==> src/hw/rtl/mlts_pkg.sv <==
`default_nettype none

package mlts_pkg;

    localparam logic [2:0] MODE_TICK  = 3'd0;
    localparam logic [2:0] MODE_LOAD  = 3'd1;
    localparam logic [2:0] MODE_CLEAR = 3'd2;
    localparam logic [2:0] MODE_SPEED = 3'd3;
    localparam logic [2:0] MODE_DIR   = 3'd4;
    localparam logic [2:0] MODE_COLOR = 3'd5;

    localparam logic [15:0] DEFAULT_COLOR_RESET = 16'hFFFF;
    localparam logic [1:0]  INTERVAL_RESET      = 2'd2;

    typedef enum logic [1:0] {
        ST_IDLE,
        ST_CMD,
        ST_TICK
    } state_t;

    typedef struct packed {
        logic               active;
        logic               direction;
        logic [1:0]         interval;
        logic [1:0]         counter;
        logic signed [12:0] x;
        logic [11:0]        width;
        logic [15:0]        color;
    } rec_t;

    typedef struct packed {
        logic [2:0]  mode;
        logic        in_range;
        logic [11:0] text_width;
        logic [7:0]  speed;
        logic        direction;
        logic [15:0] color;
    } cmd_t;

    function automatic logic [1:0] speed_to_interval(input logic [7:0] speed);
        logic [1:0] iv;
        if (speed == 8'd1) iv = 2'd3;
        else if (speed == 8'd3) iv = 2'd1;
        else iv = 2'd2;
        return iv;
    endfunction

endpackage

`default_nettype wire

==> src/hw/rtl/mlts_in_if.sv <==
`default_nettype none

interface mlts_in_if;
    logic        valid;
    logic        ready;
    logic [2:0]  mode;
    logic [4:0]  line;
    logic [11:0] text_width;
    logic [7:0]  speed;
    logic        direction;
    logic [15:0] color;

    modport source (
        output valid, mode, line, text_width, speed, direction, color,
        input  ready
    );

    modport sink (
        input  valid, mode, line, text_width, speed, direction, color,
        output ready
    );
endinterface

`default_nettype wire

==> src/hw/rtl/mlts_out_if.sv <==
`default_nettype none

interface mlts_out_if;
    logic               valid;
    logic               ready;
    logic [3:0]         line_index;
    logic               active;
    logic signed [12:0] x_position;
    logic               visible;
    logic [15:0]        line_color;
    logic               last;

    modport source (
        output valid, line_index, active, x_position, visible, line_color, last,
        input  ready
    );

    modport sink (
        input  valid, line_index, active, x_position, visible, line_color, last,
        output ready
    );
endinterface

`default_nettype wire

==> src/hw/rtl/multi_line_text_scroll_engine_unit.sv <==
// Scrolling text line table. A command word (load, clear, set speed, set direction,
// set color) is taken while idle and applied in the next cycle by the shared line
// update unit. A frame tick word walks the table one line per cycle through that same
// unit, advancing the line and loading its report into the output register; the walk
// holds on any cycle in which the previous report is still waiting to be taken.
// The input is ready only while the sequencer is idle, but a pending report does not
// block commands. default_color is written through cfg_we/cfg_wdata.
`default_nettype none

module multi_line_text_scroll_engine_unit
    import mlts_pkg::*;
#(
    parameter int LINES       = 4,
    parameter int PANEL_WIDTH = 64
) (
    input  wire              clk,
    input  wire              rst_n,
    input  wire              cfg_we,
    input  wire [15:0]       cfg_wdata,
    mlts_in_if.sink          items,
    mlts_out_if.source       results
);

    localparam int IDX_W = (LINES > 1) ? $clog2(LINES) : 1;
    localparam logic [IDX_W-1:0] LAST_IDX = IDX_W'(LINES - 1);
    localparam logic signed [12:0] PW13 = 13'(PANEL_WIDTH);

    state_t              state_reg, state_next;
    cmd_t                cmd_reg;
    logic [IDX_W-1:0]    idx_reg;
    rec_t                lines_reg [LINES];
    logic [15:0]         default_color_reg;

    logic                out_valid_reg;
    logic [3:0]          out_index_reg;
    logic                out_active_reg;
    logic signed [12:0]  out_x_reg;
    logic                out_visible_reg;
    logic [15:0]         out_color_reg;
    logic                out_last_reg;

    rec_t                cur;
    rec_t                nxt;
    logic                unit_wen;
    logic                unit_visible;
    logic                accept;
    logic                advance;
    logic                line_we;
    logic                in_range;
    logic [4:0]          line_dec;

    assign cur      = lines_reg[idx_reg];
    assign accept   = items.valid && items.ready;
    assign in_range = (items.line >= 5'd1) && ({27'd0, items.line} <= 32'(LINES));
    assign line_dec = items.line - 5'd1;

    mlts_step_unit #(
        .PANEL_WIDTH (PANEL_WIDTH)
    ) u_step (
        .cur           (cur),
        .cmd           (cmd_reg),
        .default_color (default_color_reg),
        .nxt           (nxt),
        .wen           (unit_wen),
        .visible       (unit_visible)
    );

    always_comb
    begin
        state_next = state_reg;
        unique case (state_reg)
            ST_IDLE:
            begin
                if (accept)
                begin
                    state_next = (items.mode == MODE_TICK) ? ST_TICK : ST_CMD;
                end
            end
            ST_CMD:
            begin
                state_next = ST_IDLE;
            end
            ST_TICK:
            begin
                if (advance && (idx_reg == LAST_IDX))
                begin
                    state_next = ST_IDLE;
                end
            end
            default:
            begin
                state_next = ST_IDLE;
            end
        endcase
    end

    always_comb
    begin
        items.ready = 1'b0;
        advance     = 1'b0;
        line_we     = 1'b0;
        unique case (state_reg)
            ST_IDLE:
            begin
                items.ready = 1'b1;
            end
            ST_CMD:
            begin
                line_we = unit_wen;
            end
            ST_TICK:
            begin
                advance = !out_valid_reg || results.ready;
                line_we = advance && unit_wen;
            end
            default:
            begin
                items.ready = 1'b0;
            end
        endcase
    end

    always_ff @(posedge clk or negedge rst_n)
    begin
        if (!rst_n)
        begin
            state_reg         <= ST_IDLE;
            idx_reg           <= '0;
            default_color_reg <= DEFAULT_COLOR_RESET;
            out_valid_reg     <= 1'b0;
            for (int i = 0; i < LINES; i++)
            begin
                lines_reg[i] <= '{active: 1'b0, direction: 1'b0, interval: INTERVAL_RESET,
                                  counter: 2'd0, x: PW13, width: 12'd0, color: 16'd0};
            end
        end
        else
        begin
            state_reg <= state_next;
            if (cfg_we)
            begin
                default_color_reg <= cfg_wdata;
            end
            if (accept)
            begin
                if (items.mode == MODE_TICK)
                begin
                    idx_reg <= '0;
                end
                else
                begin
                    idx_reg <= in_range ? line_dec[IDX_W-1:0] : '0;
                end
            end
            else if (advance)
            begin
                idx_reg <= (idx_reg == LAST_IDX) ? '0 : idx_reg + IDX_W'(1);
            end
            if (line_we)
            begin
                lines_reg[idx_reg] <= nxt;
            end
            if (advance)
            begin
                out_valid_reg <= 1'b1;
            end
            else if (results.ready)
            begin
                out_valid_reg <= 1'b0;
            end
        end
    end

    always_ff @(posedge clk)
    begin
        if (accept)
        begin
            cmd_reg <= '{mode: items.mode, in_range: in_range, text_width: items.text_width,
                         speed: items.speed, direction: items.direction, color: items.color};
        end
        if (advance)
        begin
            out_index_reg   <= 4'(idx_reg);
            out_active_reg  <= nxt.active;
            out_x_reg       <= nxt.x;
            out_visible_reg <= unit_visible;
            out_color_reg   <= nxt.color;
            out_last_reg    <= (idx_reg == LAST_IDX);
        end
    end

    assign results.valid      = out_valid_reg;
    assign results.line_index = out_index_reg;
    assign results.active     = out_active_reg;
    assign results.x_position = out_x_reg;
    assign results.visible    = out_visible_reg;
    assign results.line_color = out_color_reg;
    assign results.last       = out_last_reg;

    a_cmd_one_cycle: assert property (@(posedge clk) disable iff (!rst_n)
        (state_reg == ST_CMD) |=> (state_reg == ST_IDLE))
        else $error("command update took more than one cycle");

    a_tick_ends: assert property (@(posedge clk) disable iff (!rst_n)
        (advance && (idx_reg == LAST_IDX)) |=> ((state_reg == ST_IDLE) && out_last_reg))
        else $error("tick walk did not end on the final line");

    a_report_loaded: assert property (@(posedge clk) disable iff (!rst_n)
        advance |=> out_valid_reg)
        else $error("line report lost");

    a_counter_range: assert property (@(posedge clk) disable iff (!rst_n)
        (cur.counter != 2'd3))
        else $error("frame counter out of range");

    a_no_early_last: assert property (@(posedge clk) disable iff (!rst_n)
        (advance && (idx_reg != LAST_IDX)) |=> ((state_reg == ST_TICK) && !out_last_reg))
        else $error("last flag on an inner line");

endmodule

`default_nettype wire

==> src/hw/rtl/mlts_step_unit.sv <==
`default_nettype none

module mlts_step_unit
    import mlts_pkg::*;
#(
    parameter int PANEL_WIDTH = 64
) (
    input  var rec_t        cur,
    input  var cmd_t        cmd,
    input  wire [15:0]      default_color,
    output rec_t            nxt,
    output logic            wen,
    output logic            visible
);

    localparam logic signed [12:0] PW13 = 13'(PANEL_WIDTH);
    localparam logic signed [13:0] PW14 = 14'(PANEL_WIDTH);

    logic signed [13:0] x_wide;
    logic signed [13:0] w_wide;
    logic signed [13:0] x_dec;
    logic signed [13:0] x_inc;
    logic signed [13:0] dec_sum;
    logic signed [12:0] neg_cur_w;
    logic signed [12:0] neg_cmd_w;
    logic signed [12:0] step_x;
    logic [1:0]         cnt_inc;
    logic signed [13:0] nx_wide;
    logic signed [13:0] vis_sum;

    always_comb
    begin
        x_wide    = {cur.x[12], cur.x};
        w_wide    = $signed({2'b00, cur.width});
        x_dec     = x_wide - 14'sd1;
        x_inc     = x_wide + 14'sd1;
        dec_sum   = x_dec + w_wide;
        neg_cur_w = -$signed({1'b0, cur.width});
        neg_cmd_w = -$signed({1'b0, cmd.text_width});
        cnt_inc   = cur.counter + 2'd1;
        if (cur.direction == 1'b0)
        begin
            step_x = (dec_sum <= 14'sd0) ? PW13 : x_dec[12:0];
        end
        else
        begin
            step_x = (x_inc >= PW14) ? neg_cur_w : x_inc[12:0];
        end
    end

    always_comb
    begin
        nxt = cur;
        wen = 1'b0;
        unique case (cmd.mode)
            MODE_TICK:
            begin
                wen = 1'b1;
                if (cur.active)
                begin
                    if (cnt_inc < cur.interval)
                    begin
                        nxt.counter = cnt_inc;
                    end
                    else
                    begin
                        nxt.counter = 2'd0;
                        nxt.x       = step_x;
                    end
                end
            end
            MODE_LOAD:
            begin
                wen           = 1'b1;
                nxt.active    = 1'b1;
                nxt.counter   = 2'd0;
                nxt.color     = (cmd.color != 16'd0) ? cmd.color : default_color;
                nxt.direction = cmd.direction;
                nxt.interval  = speed_to_interval(cmd.speed);
                nxt.width     = cmd.text_width;
                nxt.x         = cmd.direction ? neg_cmd_w : PW13;
            end
            MODE_CLEAR:
            begin
                wen         = cmd.in_range;
                nxt.active  = 1'b0;
                nxt.width   = 12'd0;
                nxt.counter = 2'd0;
                nxt.x       = PW13;
            end
            MODE_SPEED:
            begin
                wen          = cmd.in_range && cur.active;
                nxt.interval = speed_to_interval(cmd.speed);
            end
            MODE_DIR:
            begin
                wen           = cmd.in_range && cur.active;
                nxt.direction = cmd.direction;
                nxt.x         = cmd.direction ? neg_cur_w : PW13;
            end
            MODE_COLOR:
            begin
                wen       = cmd.in_range && cur.active;
                nxt.color = cmd.color;
            end
            default:
            begin
                wen = 1'b0;
            end
        endcase
    end

    always_comb
    begin
        nx_wide = {nxt.x[12], nxt.x};
        vis_sum = nx_wide + $signed({2'b00, nxt.width});
        visible = nxt.active && (nx_wide < PW14) && (vis_sum > 14'sd0);
    end

endmodule

`default_nettype wire

==> src/flat_wrapper.sv <==
// flat-port wrapper written by rule: the top's interface ports become plain ports
module multi_line_text_scroll_engine_unit_flat import mlts_pkg::*;
#(
    parameter int LINES       = 4,
    parameter int PANEL_WIDTH = 64
)
  (clk, rst_n, cfg_we, cfg_wdata, items_valid, items_mode, items_line, items_text_width, items_speed, items_direction, items_color, items_ready, results_valid, results_line_index, results_active, results_x_position, results_visible, results_line_color, results_last, results_ready);
  mlts_in_if items_i ();
  mlts_out_if results_i ();
  input  wire clk;
  input  wire rst_n;
  input  wire cfg_we;
  input  wire [15:0] cfg_wdata;
  input wire logic [$bits(items_i.valid)-1:0] items_valid;
  input wire logic [$bits(items_i.mode)-1:0] items_mode;
  input wire logic [$bits(items_i.line)-1:0] items_line;
  input wire logic [$bits(items_i.text_width)-1:0] items_text_width;
  input wire logic [$bits(items_i.speed)-1:0] items_speed;
  input wire logic [$bits(items_i.direction)-1:0] items_direction;
  input wire logic [$bits(items_i.color)-1:0] items_color;
  output wire logic [$bits(items_i.ready)-1:0] items_ready;
  output wire logic [$bits(results_i.valid)-1:0] results_valid;
  output wire logic [$bits(results_i.line_index)-1:0] results_line_index;
  output wire logic [$bits(results_i.active)-1:0] results_active;
  output wire logic [$bits(results_i.x_position)-1:0] results_x_position;
  output wire logic [$bits(results_i.visible)-1:0] results_visible;
  output wire logic [$bits(results_i.line_color)-1:0] results_line_color;
  output wire logic [$bits(results_i.last)-1:0] results_last;
  input wire logic [$bits(results_i.ready)-1:0] results_ready;
  assign items_i.valid = items_valid;
  assign items_i.mode = items_mode;
  assign items_i.line = items_line;
  assign items_i.text_width = items_text_width;
  assign items_i.speed = items_speed;
  assign items_i.direction = items_direction;
  assign items_i.color = items_color;
  assign items_ready = items_i.ready;
  assign results_valid = results_i.valid;
  assign results_line_index = results_i.line_index;
  assign results_active = results_i.active;
  assign results_x_position = results_i.x_position;
  assign results_visible = results_i.visible;
  assign results_line_color = results_i.line_color;
  assign results_last = results_i.last;
  assign results_i.ready = results_ready;
  multi_line_text_scroll_engine_unit #(.LINES(LINES), .PANEL_WIDTH(PANEL_WIDTH)) u_core (.clk(clk), .rst_n(rst_n), .cfg_we(cfg_we), .cfg_wdata(cfg_wdata), .items(items_i), .results(results_i));
endmodule
==> config.mk <==
export PLATFORM = sky130hd
export DESIGN_NAME = multi_line_text_scroll_engine_unit_flat
export DESIGN_NICKNAME = d
export VERILOG_FILES = /design/src/hw/rtl/mlts_pkg.sv /design/src/hw/rtl/mlts_in_if.sv /design/src/hw/rtl/mlts_out_if.sv /design/src/hw/rtl/multi_line_text_scroll_engine_unit.sv /design/src/hw/rtl/mlts_step_unit.sv /design/src/flat_wrapper.sv
export SDC_FILE = /design/constraint.sdc
export NUM_CORES = 1
export LEC_CHECK = 0
export BUFFER_PORTS_ARGS = -buffer_cell sky130_fd_sc_hd__buf_4
export CAP_MARGIN = 40
export CORE_MARGIN = 8
export CORE_UTILIZATION = 30
export DETAILED_ROUTE_END_ITERATION = 7
export GPL_ROUTABILITY_DRIVEN = 0
export PLACE_DENSITY = 0.45
export SLEW_MARGIN = 5
export SYNTH_ARGS = -nofsm -noshare
export SYNTH_HDL_FRONTEND = slang
export SYNTH_SLANG_ARGS = --single-unit
==> constraint.sdc <==
create_clock -name clk -period 8.4 [get_ports clk]
set_clock_uncertainty 0.15 [all_clocks]
set_input_delay 0.42 -clock clk [delete_from_list [all_inputs] [get_ports clk]]
set_output_delay 0.42 -clock clk [all_outputs]
set_load 0.1 [all_outputs]
## Word level (Yosys, flattened, before mapping)

Cells that the tools add are included.

| operators by class | value |
|---|---|
| equal/unequal tests | 12 |
| order comparisons | 9 |
| reduce and logical (&&, ||, !) cells | 22 |
| add/subtract/negate cells | 9 |
| bitwise logic cells | 1 |
| mux-type cells | 39 |

Operators by type and width:

| kind | count |
|---|---|
| 188-bit bitwise mux | 1 |
| 47-bit two-way mux | 3 |
| 47-bit binary-select mux with 2-bit select | 1 |
| 47-bit demux with 2-bit select | 1 |
| 13-bit two-way mux | 6 |
| 13-bit case mux with 4 select lines | 1 |
| 16-bit case mux with 2 select lines | 1 |
| 12-bit negation with 13-bit output | 2 |
| 2-bit two-way mux | 12 |
| 12-bit case mux with 2 select lines | 1 |
| 16-bit two-way mux | 1 |
| 16-bit nonzero test | 1 |
| 15-bit two-way mux | 1 |
| 13-bit by 13-bit adder with 14-bit output | 1 |
| 13-bit by 2-bit adder with 14-bit output, second input constant | 1 |
| 14-bit by 13-bit adder with 14-bit output | 1 |
| 14-bit by 8-bit greater-or-equal comparator with 1-bit output, second input constant | 1 |
| 14-bit by 1-bit greater-than comparator with 1-bit output, second input constant | 1 |
| 14-bit by 1-bit less-or-equal comparator with 1-bit output, second input constant | 1 |
| 13-bit by 2-bit subtractor with 14-bit output, second input constant | 1 |
| 13-bit by 8-bit < comparator with 1-bit output, second input constant | 1 |
| 8-bit by 1-bit equality test with 1-bit output, second input constant | 1 |
| 8-bit by 2-bit equality test with 1-bit output, second input constant | 1 |
| 1-bit logical AND | 8 |
| 26 further kinds | 42 |

| storage, ports and cells | value |
|---|---|
| output and inout port bits | 38 |
| input port bits | 66 |
| register bits | 284 |
| word-level logic and storage cells | 136 |

## Longest topological paths before layout

Gate-level depths: netlist (run 1).

| logic depth | value |
|---|---|
| word-level depth | 15 |
| depth in mapped cells | 36 |
| mapped depth without buffers | 33 |

## Hierarchy

A second synthesis (run 1) with hierarchy kept.

| second synthesis, totals | value |
|---|---|
| cells, all modules | 1210 |
| area, all modules | 15941.5 sq um |

By module, submodules not included:

| module | sequential area each (sq um) | area an instance (sq um) | times used | cells an instance |
|---|---|---|---|---|
| multi_line_text_scroll_engine_unit | 7512.2 | 12121.6 | 1 | 619 |
| mlts_step_unit | 0.0 | 3819.9 | 1 | 591 |

## Worst setup path after synthesis (run 1)

Ideal clock, no wire load.

| path | value |
|---|---|
| path type | reg-to-reg |
| start | register u_core.idx_reg[0] |
| end | register u_core.out_visible_reg (netlist: u_core.results.visible) (data pin) |
| library setup time | 0.266 ns |
| clock period less this slack | 7.812 ns |
| path buffers | 3 |
| stages on the path, launching flop included | 36 |
| data required time | 7.984 ns |
| arrival | 7.395 ns |
| path slack | 0.588 ns |
| cells stage by stage | dfrtp_1 buf_6 buf_12 mux4_2 inv_1 ha_1 inv_1 nor4_4 nand2_1 or3_1 or2_2 nor2_1 xnor2_1 ha_1 inv_1 a21boi_0 mux2i_1 or4_1 o41a_1 buf_2 a22oi_1 o221ai_1 a21oi_1 nor2_1 ha_1 fa_1 a21o_1 a21oi_1 o21ai_0 a21o_1 a21oi_1 mux2i_1 nor4_1 or2b_2 nand4b_1 o41ai_2 |

RTL lines:

| what | line | source |
|---|---|---|
| from (decl) | multi_line_text_scroll_engine_unit.sv:30 | `logic [IDX_W-1:0] idx_reg;` |
| from (signal assigned) | multi_line_text_scroll_engine_unit.sv:152 | `idx_reg <= in_range ? line_dec[IDX_W-1:0] : '0;` |
| from (signal assigned) | multi_line_text_scroll_engine_unit.sv:157 | `idx_reg <= (idx_reg == LAST_IDX) ? '0 : idx_reg + IDX_W'(1);` |
| to (signal assigned) | multi_line_text_scroll_engine_unit.sv:186 | `out_visible_reg <= unit_visible;` |
| to (decl) | multi_line_text_scroll_engine_unit.sv:38 | `logic out_visible_reg;` |

==> results list, run 1 <==
* Clock Path Buffers: 3
- Total core area: between 0.05 and 0.06 mm^2
- Setup TNS Final: 0 ns
- Complex-gate fraction of the synthesized area: 0.135
- The area growth from synthesis to layout is 22.4%.
- The number of global-route vias before repair was around 12000.
- Most common cell after layout, fill and taps aside: dfrtp_1
* Global-route usage over all layers: 0.154
- The cell that appears most often on the critical path is inv_1.
- Counting every sink on the clock net gives 284.
- After detailed routing, the number of remaining DRC violations is 0.
- Number of warnings issued by yosys: 0
- The slowest stage of the critical path belongs to the cell or4_1.
- Ratio of cells with drive above 1 in the final layout: 0.300
* Largest net degree at the start of global routing: 67
* Pwr per Cell Area: between 300 and 400 mW/mm^2
* HPWL after DPL: 32.4 mm
- Final Max Tran Viols: 0
- Clock-pin slew on the worst setup and hold paths: 0.06 ns
* Required time at the worst-slack endpoint: about 8.6 ns
* Peak fanout along the critical path: 9
- Averaged over all synthesized cells, the footprint is roughly 12 um^2.
- Initial core utilization: 0.304
- Wire length of the first global-routing pass: between 70 and 80 mm
- Dividing the detail-routed via count by the number of cells gives a little over 5.
- Of the total synthesized cell area, the portion taken by XOR and XNOR cells is 0.0263.
- The portion of synthesized area spent on multiplexers is 0.175.
* Cts bufs inserted: 36
- Dominant combinational cell family by area after synthesis: multiplexers
* TritonRoute pass-1 iters: 5
- Post-DRT Antenna Nets: 0
- Setup slack after placement: about 0.086 ns
* Post-synth cell types: 100
* Number of DRC markers after the initial detailed-route iteration: 587
- Total of flip-flops plus latches after synthesis: approximately 280
- Setup violations remaining at the end of the flow were counted as 0.
- The setup path with the least slack is of type flop to flop.
- Max-cap violations in this run came to 0.
- Of the total synthesized cell area, the portion taken by AND, OR, NAND and NOR gates is 0.101.
- Data on the critical path arrives at its endpoint at 8.14 ns.
- The startpoint identified for the worst hold timing path is results_ready.
- Worst Setup SP: u_core.idx_reg[0]
* Final period demand of the worst path: 7.93 ns
* Width of the die: around 240 um
- Ratio of final minimum period to clock period: 0.944
* Reg-to-Reg Start: u_core.idx_reg[0]
- Worst Slack Setup Final: about 0.47 ns
- After detailed placement, the design holds a cell count of roughly 2000.
- Clk root buf: clkbuf_16
- The total overflow left after global routing is 0.
* Fraction of the yosys area taken by sequential cells: 0.491
- Clock insertion delay at the later pin of the skew report: ~0.55 ns
* Path type of the worst min-delay path: primary input to flop
* Port Buf Inserts: about 100
- Net count reported at finish: approximately 1600
* CTS H-Tree Depth: 2
- In the layout the commonest cells are 183 x dfrtp_1, 154 x nand2_1, 144 x buf_4, 124 x mux2_2, 107 x o21ai_0.
- The repair_antennas step left the layout with diodes totalling 0.
* Clock tree from TritonCTS: done
* Arithmetic-cell share of the synthesized area counting full adders, half adders and majority gates: 0.0337
- STA classifies the critical path startpoint as a flop.
* Area of the mapped netlist: 0.0153 mm^2
- Synthesis produced roughly 1300 cells.
* Status: completed
- Final WL: 45.8 mm
* Worst slew margin: 0.485
- Final cell count without fillers: 2177
* Peak supply drop: 0.175 mV
* Number of top-level pins: around 100
- Via count: 11200
- For this run, the leading register cell type out of synthesis is dfrtp_1.
- Die area: slightly below 0.06 mm^2
- Initial antenna violation count: 0
- At the pin with the least slew margin, the transition time is between 0.7 and 0.8 ns.
* Asr flop ratio synth: 0.736
* Maximum clock frequency: between 100 and 150 MHz
* Post-synth EDFFs: 75
* Die extent in y: between 200 and 250 um
* Setup crit end kind: flop
* Number of flip-flops in the largest register: 188
* Leakage power figure: 8.02 nW
- Routed len/inst: approximately 21 um
* Hold Fails Final Rpt: 0
- Rows: between 80 and 90
- Largest incremental delay on the critical path: between 0.5 and 0.6 ns
per-stage QoR:
step	power, mW	utilization	hold slack, ns	area [um^2]
final	6.51	0.373	0.0335	18700
after CTS	6.53	0.371	0.00228	18600
after global placement	4.93	0.335	0.304	16800
after floorplan	4.11	-	-0.0256	15300
after detailed placement	4.95	0.336	0.313	16900
after global routing	6.95	0.373	0.0206	18700
critical path: cells and delay by family (launching register included):
family	cells	cell delay (ns)
fa+ha+maj	3	1.03
mux	3	0.90
simple gates	8	2.04
xor+xnor	1	0.12
compound gates	11	2.58
flops	1	0.45
buf+inv	4	0.46
layer usage:
metal  vias to the layer above  GRT usage  wire length, um
li1                       5198          -                -
met2                       247      0.250            21400
met1                      5659      0.209            21300
met4                         0     0.0536             1470
met3                        73     0.0238             1610
met5                         -          0                0
layout make-up:
class                      count  area, um^2
fill                        5010       31500
clock inverter                13         131
clock buffer                  53        1030
multi-input combinational    905        7300
tap                          672         841
sequential                   284        7520
timing repair buffer         206        1740
inverter                      44         165
synth_stat cells (all sizes together) (6+ instances only):
master | count | share of area
dfrtp | 185 | 0.30
nand2 | 158 | 0.039
mux2 | 133 | 0.098
o21ai | 114 | 0.039
edfxtp | 75 | 0.15
a21oi | 54 | 0.018
nor2 | 53 | 0.013
mux4 | 48 | 0.072
inv | 44 | 0.011
clkbuf | 43 | 0.012
ha | 38 | 0.031
buf | 31 | 0.014
xnor2 | 26 | 0.015
dfstp | 24 | 0.041
nor3 | 23 | 0.0089
xor2 | 20 | 0.011
nand3 | 17 | 0.0062
a22oi | 15 | 0.0074
o31ai | 14 | 0.0069
a22o | 13 | 0.0075
a31oi | 13 | 0.0057
nor4 | 13 | 0.0083
a211oi | 10 | 0.0052
a21o | 10 | 0.0049
nand4 | 9 | 0.0041
o211ai | 9 | 0.0044
mux2i | 8 | 0.0052
o22ai | 7 | 0.0029
or3 | 7 | 0.0035
a221oi | 6 | 0.0054
nand2b | 6 | 0.0025
o21bai | 6 | 0.0029
timing repair:
item	CTS	global route
hold endpoints to repair	111	0
buffers inserted	0	4
gates resized for setup	0	14
endpoints found under the setup margin	0	1
hold buffers	58	0
logic make-up after synthesis:
logic type,Yosys count
AOI/OAI and AO/OA,310
xor gates and xnor gates,46
adders and majority gates,40
buffers and inverters,118
DFF,284
muxes,189
other,1
and+or+nand+nor,318
where the power goes:
part	internal, mW	switching [mW]	total (mW)
clock network	0.890	0.617	1.51
logic	1.25	1.93	3.18
registers	1.69	0.133	1.83
total	3.83	2.68	6.51
final timing paths:
path | endpoint | slack (ns) | depth (start not counted)
worst max-delay path | u_core.results.visible | 0.47 | 30
worst min-delay path | u_core.results.valid | 0.03 | 3
worst max register to register | u_core.results.visible | 0.47 | 30
worst min register to register | u_core.lines_reg[68] | 0.32 | 2
max in group asynchronous | u_core.default_color_reg[5] | 6.56 | 4
min in group asynchronous | u_core.lines_reg[137] | 0.31 | 2
No activity file was read; power rests on OpenSTA's default activity.
==> run 2, diff against run 1 <==
--- a/config.mk
+++ b/config.mk
@@ -7,11 +7,13 @@
 export LEC_CHECK = 0
 export BUFFER_PORTS_ARGS = -buffer_cell sky130_fd_sc_hd__buf_4
 export CAP_MARGIN = 40
+export CELL_PAD_IN_SITES_DETAIL_PLACEMENT = 1
+export CELL_PAD_IN_SITES_GLOBAL_PLACEMENT = 2
 export CORE_MARGIN = 8
 export CORE_UTILIZATION = 30
 export DETAILED_ROUTE_END_ITERATION = 7
 export GPL_ROUTABILITY_DRIVEN = 0
-export PLACE_DENSITY = 0.45
+export PLACE_DENSITY = 0.61
 export SLEW_MARGIN = 5
 export SYNTH_ARGS = -nofsm -noshare
 export SYNTH_HDL_FRONTEND = slang
==> run 2 against run 1 <==
Net effect:
- critical path depth fell by 1
- clock-buffer cell count rose by 4
- non-clock buffer count rose by 6
- final cell count rose by 0.32%
- global-route usage rose by 0.84 points
- combinational power rose by 5%
- sequential share of layout area fell by 0.099 points
- clock power barely moved
- flip-flop and latch count did not move
- core utilization rose by 0.092 points
- critical endpoint unchanged
- largest power group unchanged
- highest routed layer unchanged
==> results list, run 2 (synthesis results as in run 1) <==
- Status: completed
* Number of DRC markers after the initial detailed-route iteration: 467 (-20%)
* Transition time of the tightest slew-check pin: 0.943 ns (+0.176 ns)
* Pwr per Cell Area: 355 mW/mm^2 (+2.1%)
- The final instance area came to 0.0188 mm^2 (+0.25%).
- The leakage power came to 8.04 nW (+0.32%).
- The source-to-sink clock delay at the later pin of the worst-skew pair is 0.54 ns (about the same).
* Remaining global-route overflow: 0 (unchanged)
- The vertical die dimension was 242 um (unchanged).
- Net switching component of the power: 2.77 mW (+3.2%)
- The number of buffers inserted by port buffering is 101 (unchanged).
- Largest net degree at the start of global routing: 89 (+33%)
* Via count of the first global-routing pass: 12300 (+4.8%)
- The fraction of layout instances using a drive strength above 1 was 0.300 (+0.000795).
- The total die area is 0.0585 mm^2 (unchanged).
- Initial core utilization: 0.304 (unchanged)
* Wire length of the first global-routing pass: 75.4 mm (+5.0%)
- Number of max-cap violations: 0 (unchanged)
- The die boundary width came to 242 um (unchanged).
* Setup slack of the most critical reg-to-reg path: 0.51 ns (+0.03 ns)
- In this run the critical register-to-register path is captured at u_core.results.visible.
* Area of combinational cells with multiple inputs: 0.00730 mm^2 (about the same)
* Setup repair after global routing missed its margin: false
* Post-route DRC: 0 (unchanged)
- The required time at the endpoint of the critical path came to 8.52 ns (-0.09 ns).
- The total setup violations reported at the end of the flow is 0 (unchanged).
- Hold Fails Final Rpt: 0 (unchanged)
* Net count reported at finish: 1589 (+0.38%)
- Setup crit end kind: flop
- Global-route usage over all layers: 0.163 (+0.00844)
* Internal power contribution: 3.90 mW (+1.8%)
- CTS H-Tree Depth: 2 (unchanged)
* Worst slew margin: 0.371 (-0.114)
- Slowest cell on crit path: mux4_2
- TritonCTS built the clock tree.
- Most common cell after layout, fill and taps aside: dfrtp_1
- The number of buffers added by the clock tree synthesis step came to 36 (unchanged).
- The standard cell area after detailed placement was 0.0169 mm^2 (about the same).
- In this run the worst setup path begins at u_core.idx_reg[0].
* Clock Path Buffers: 3 (unchanged)
- Ratio of final minimum period to clock period: 0.940 (-0.00413)
* Total core area: 0.0503 mm^2 (unchanged)
- The count of non-filler cells in the finished layout was 2184 (+0.32%).
- Worst Slack Setup Final: 0.506 ns (+0.0347 ns)
- The number of rows in the core area was 82 (unchanged).
- TritonRoute pass-1 iters: 5 (unchanged)
- The fraction of the core area covered by cells at the end of the flow is 0.373 (+0.000920).
- Number of top-level pins: 104 (unchanged)
- Reg-to-Reg Start: u_core.idx_reg[0]
* Cell depth of the worst flop-to-flop path: 29 (-3.3%)
- Final period demand of the worst path: 7.89 ns (-0.0347 ns)
- Clk root buf: clkbuf_16
- Peak fanout along the critical path: 12 (+3)
* Post-DRT Antenna Nets: 0 (unchanged)
* Endpoint of the most critical setup path: u_core.results.visible
- Switching Fraction: 0.415 (+0.00323)
- Relative contribution of sequential cells to total power: 0.273 (-0.007)
- Fraction of power consumed by the clock network: 0.225 (-0.006)
- Relative to the synthesized area, the layout overhead comes to 22.7%.
* Instance count after placement with tap cells included: 2050 (+0.049%)
- Setup TNS Final: 0 ns (unchanged)
- Peak supply drop: 0.173 mV (-1.0%)
- FF+latch area: 0.00752 mm^2 (unchanged)
* Final Max Tran Viols: 0 (unchanged)
- Data arrival time of the worst path: 8.01 ns (-0.13 ns)
- STA classifies the critical path startpoint as a flop.
* Via count: 11300 (+0.79%)
* Clock-pin slew on the worst setup and hold paths: 0.06 ns (about the same)
- In the layout the commonest cells are 183 x dfrtp_1, 154 x nand2_1, 150 x buf_4, 124 x mux2_2, 106 x o21ai_0.
* Setup slack after placement: 0.0971 ns (+0.0107 ns)
- Worst setup path class: flop to flop
* Number of vias per cell: 5.16 (+0.46%)
* Path type of the worst min-delay path: primary input to flop
* Number of flip-flops in the largest register: 188 (unchanged)
- Combinational fraction of design power: 0.502 (+0.013)
- The wire length reported by the detailed router was 48.1 mm (+4.9%).
- Routed len/inst: 22.0 um (+4.6%)
* Largest incremental delay on the critical path: 0.61 ns (+0.05 ns)
* Maximum clock frequency: 127 MHz (+0.44%)
* Initial antenna violation count: 1 (+1)
* HPWL after DPL: 34.2 mm (+5.7%)
- Total number of clock tree sinks: 284 (unchanged)
- Fillers: 5474 (+9.3%)
## run 2: worst min-delay path by stage
| stage | start | depth (start not counted) | slack [ns] | end |
|---|---|---|---|---|
| floorplan | rst_n | 0 | -0.03 | u_core.idx_reg[0] |
| global placement | u_core.lines_reg[132] | 2 | 0.31 | u_core.lines_reg[132] |
| detailed placement | u_core.lines_reg[87] | 2 | 0.31 | u_core.lines_reg[87] |
| CTS | items_line[4] | 2 | 0.01 | u_core.cmd_reg[37] |
| global route | items_line[4] | 2 | 0.04 | u_core.cmd_reg[37] |
| finish | items_line[4] | 2 | 0.05 | u_core.cmd_reg[37] |
## run 2: layer usage
metal | wire length, um | global-route usage | up-vias
met5 | 0 | 0 | -
met4 | 1110 | 0.0463 | 0
met3 | 1550 | 0.0262 | 63
met2 | 23500 | 0.274 | 174
met1 | 22000 | 0.215 | 5822
li1 | - | - | 5206
## run 2: power groups by stage
stage | clock network (mW) | logic (mW) | registers, mW
finish | 1.50 | 3.35 | 1.82
global route | 1.61 | 3.66 | 1.85
CTS | 1.56 | 3.27 | 1.82
detailed placement | 0 | 3.24 | 1.85
global placement | 0 | 3.22 | 1.84
floorplan | 0 | 2.26 | 1.85
## run 2: stage by stage
stage	power (mW)	hold slack, ns
floorplan	4.11	-0.0256
global placement	5.06	0.305
detailed placement	5.08	0.313
CTS	6.66	0.0146
global route	7.13	0.0372
finish	6.67	0.0480
## run 2: area by class of cell
type | instances | area share
sequential | 284 | 0.400
multi-input combinational | 905 | 0.389
timing repair buffer | 212 | 0.0955
clock buffer | 57 | 0.0559
tap | 672 | 0.0448
inverter | 44 | 0.00880
clock inverter | 9 | 0.00573
antenna | 1 | 0.000133
## run 2: what timing repair did
action | CTS | global route
resized for setup | 0 | 14
buffers inserted | 0 | 8
hold buffers | 58 | 0
setup endpoints to repair | 0 | 1
endpoints found under the hold margin | 135 | 0
## run 2: critical path, delay by kind of cell (launching register included)
| kind | cells | cell delay (ns) |
|---|---|---|
| compound gates | 10 | 2.24 |
| xor+xnor | 2 | 0.23 |
| fa+ha+maj | 3 | 0.93 |
| buf+inv | 3 | 0.49 |
| flops | 1 | 0.47 |
| mux | 2 | 0.77 |
| simple gates | 9 | 2.33 |
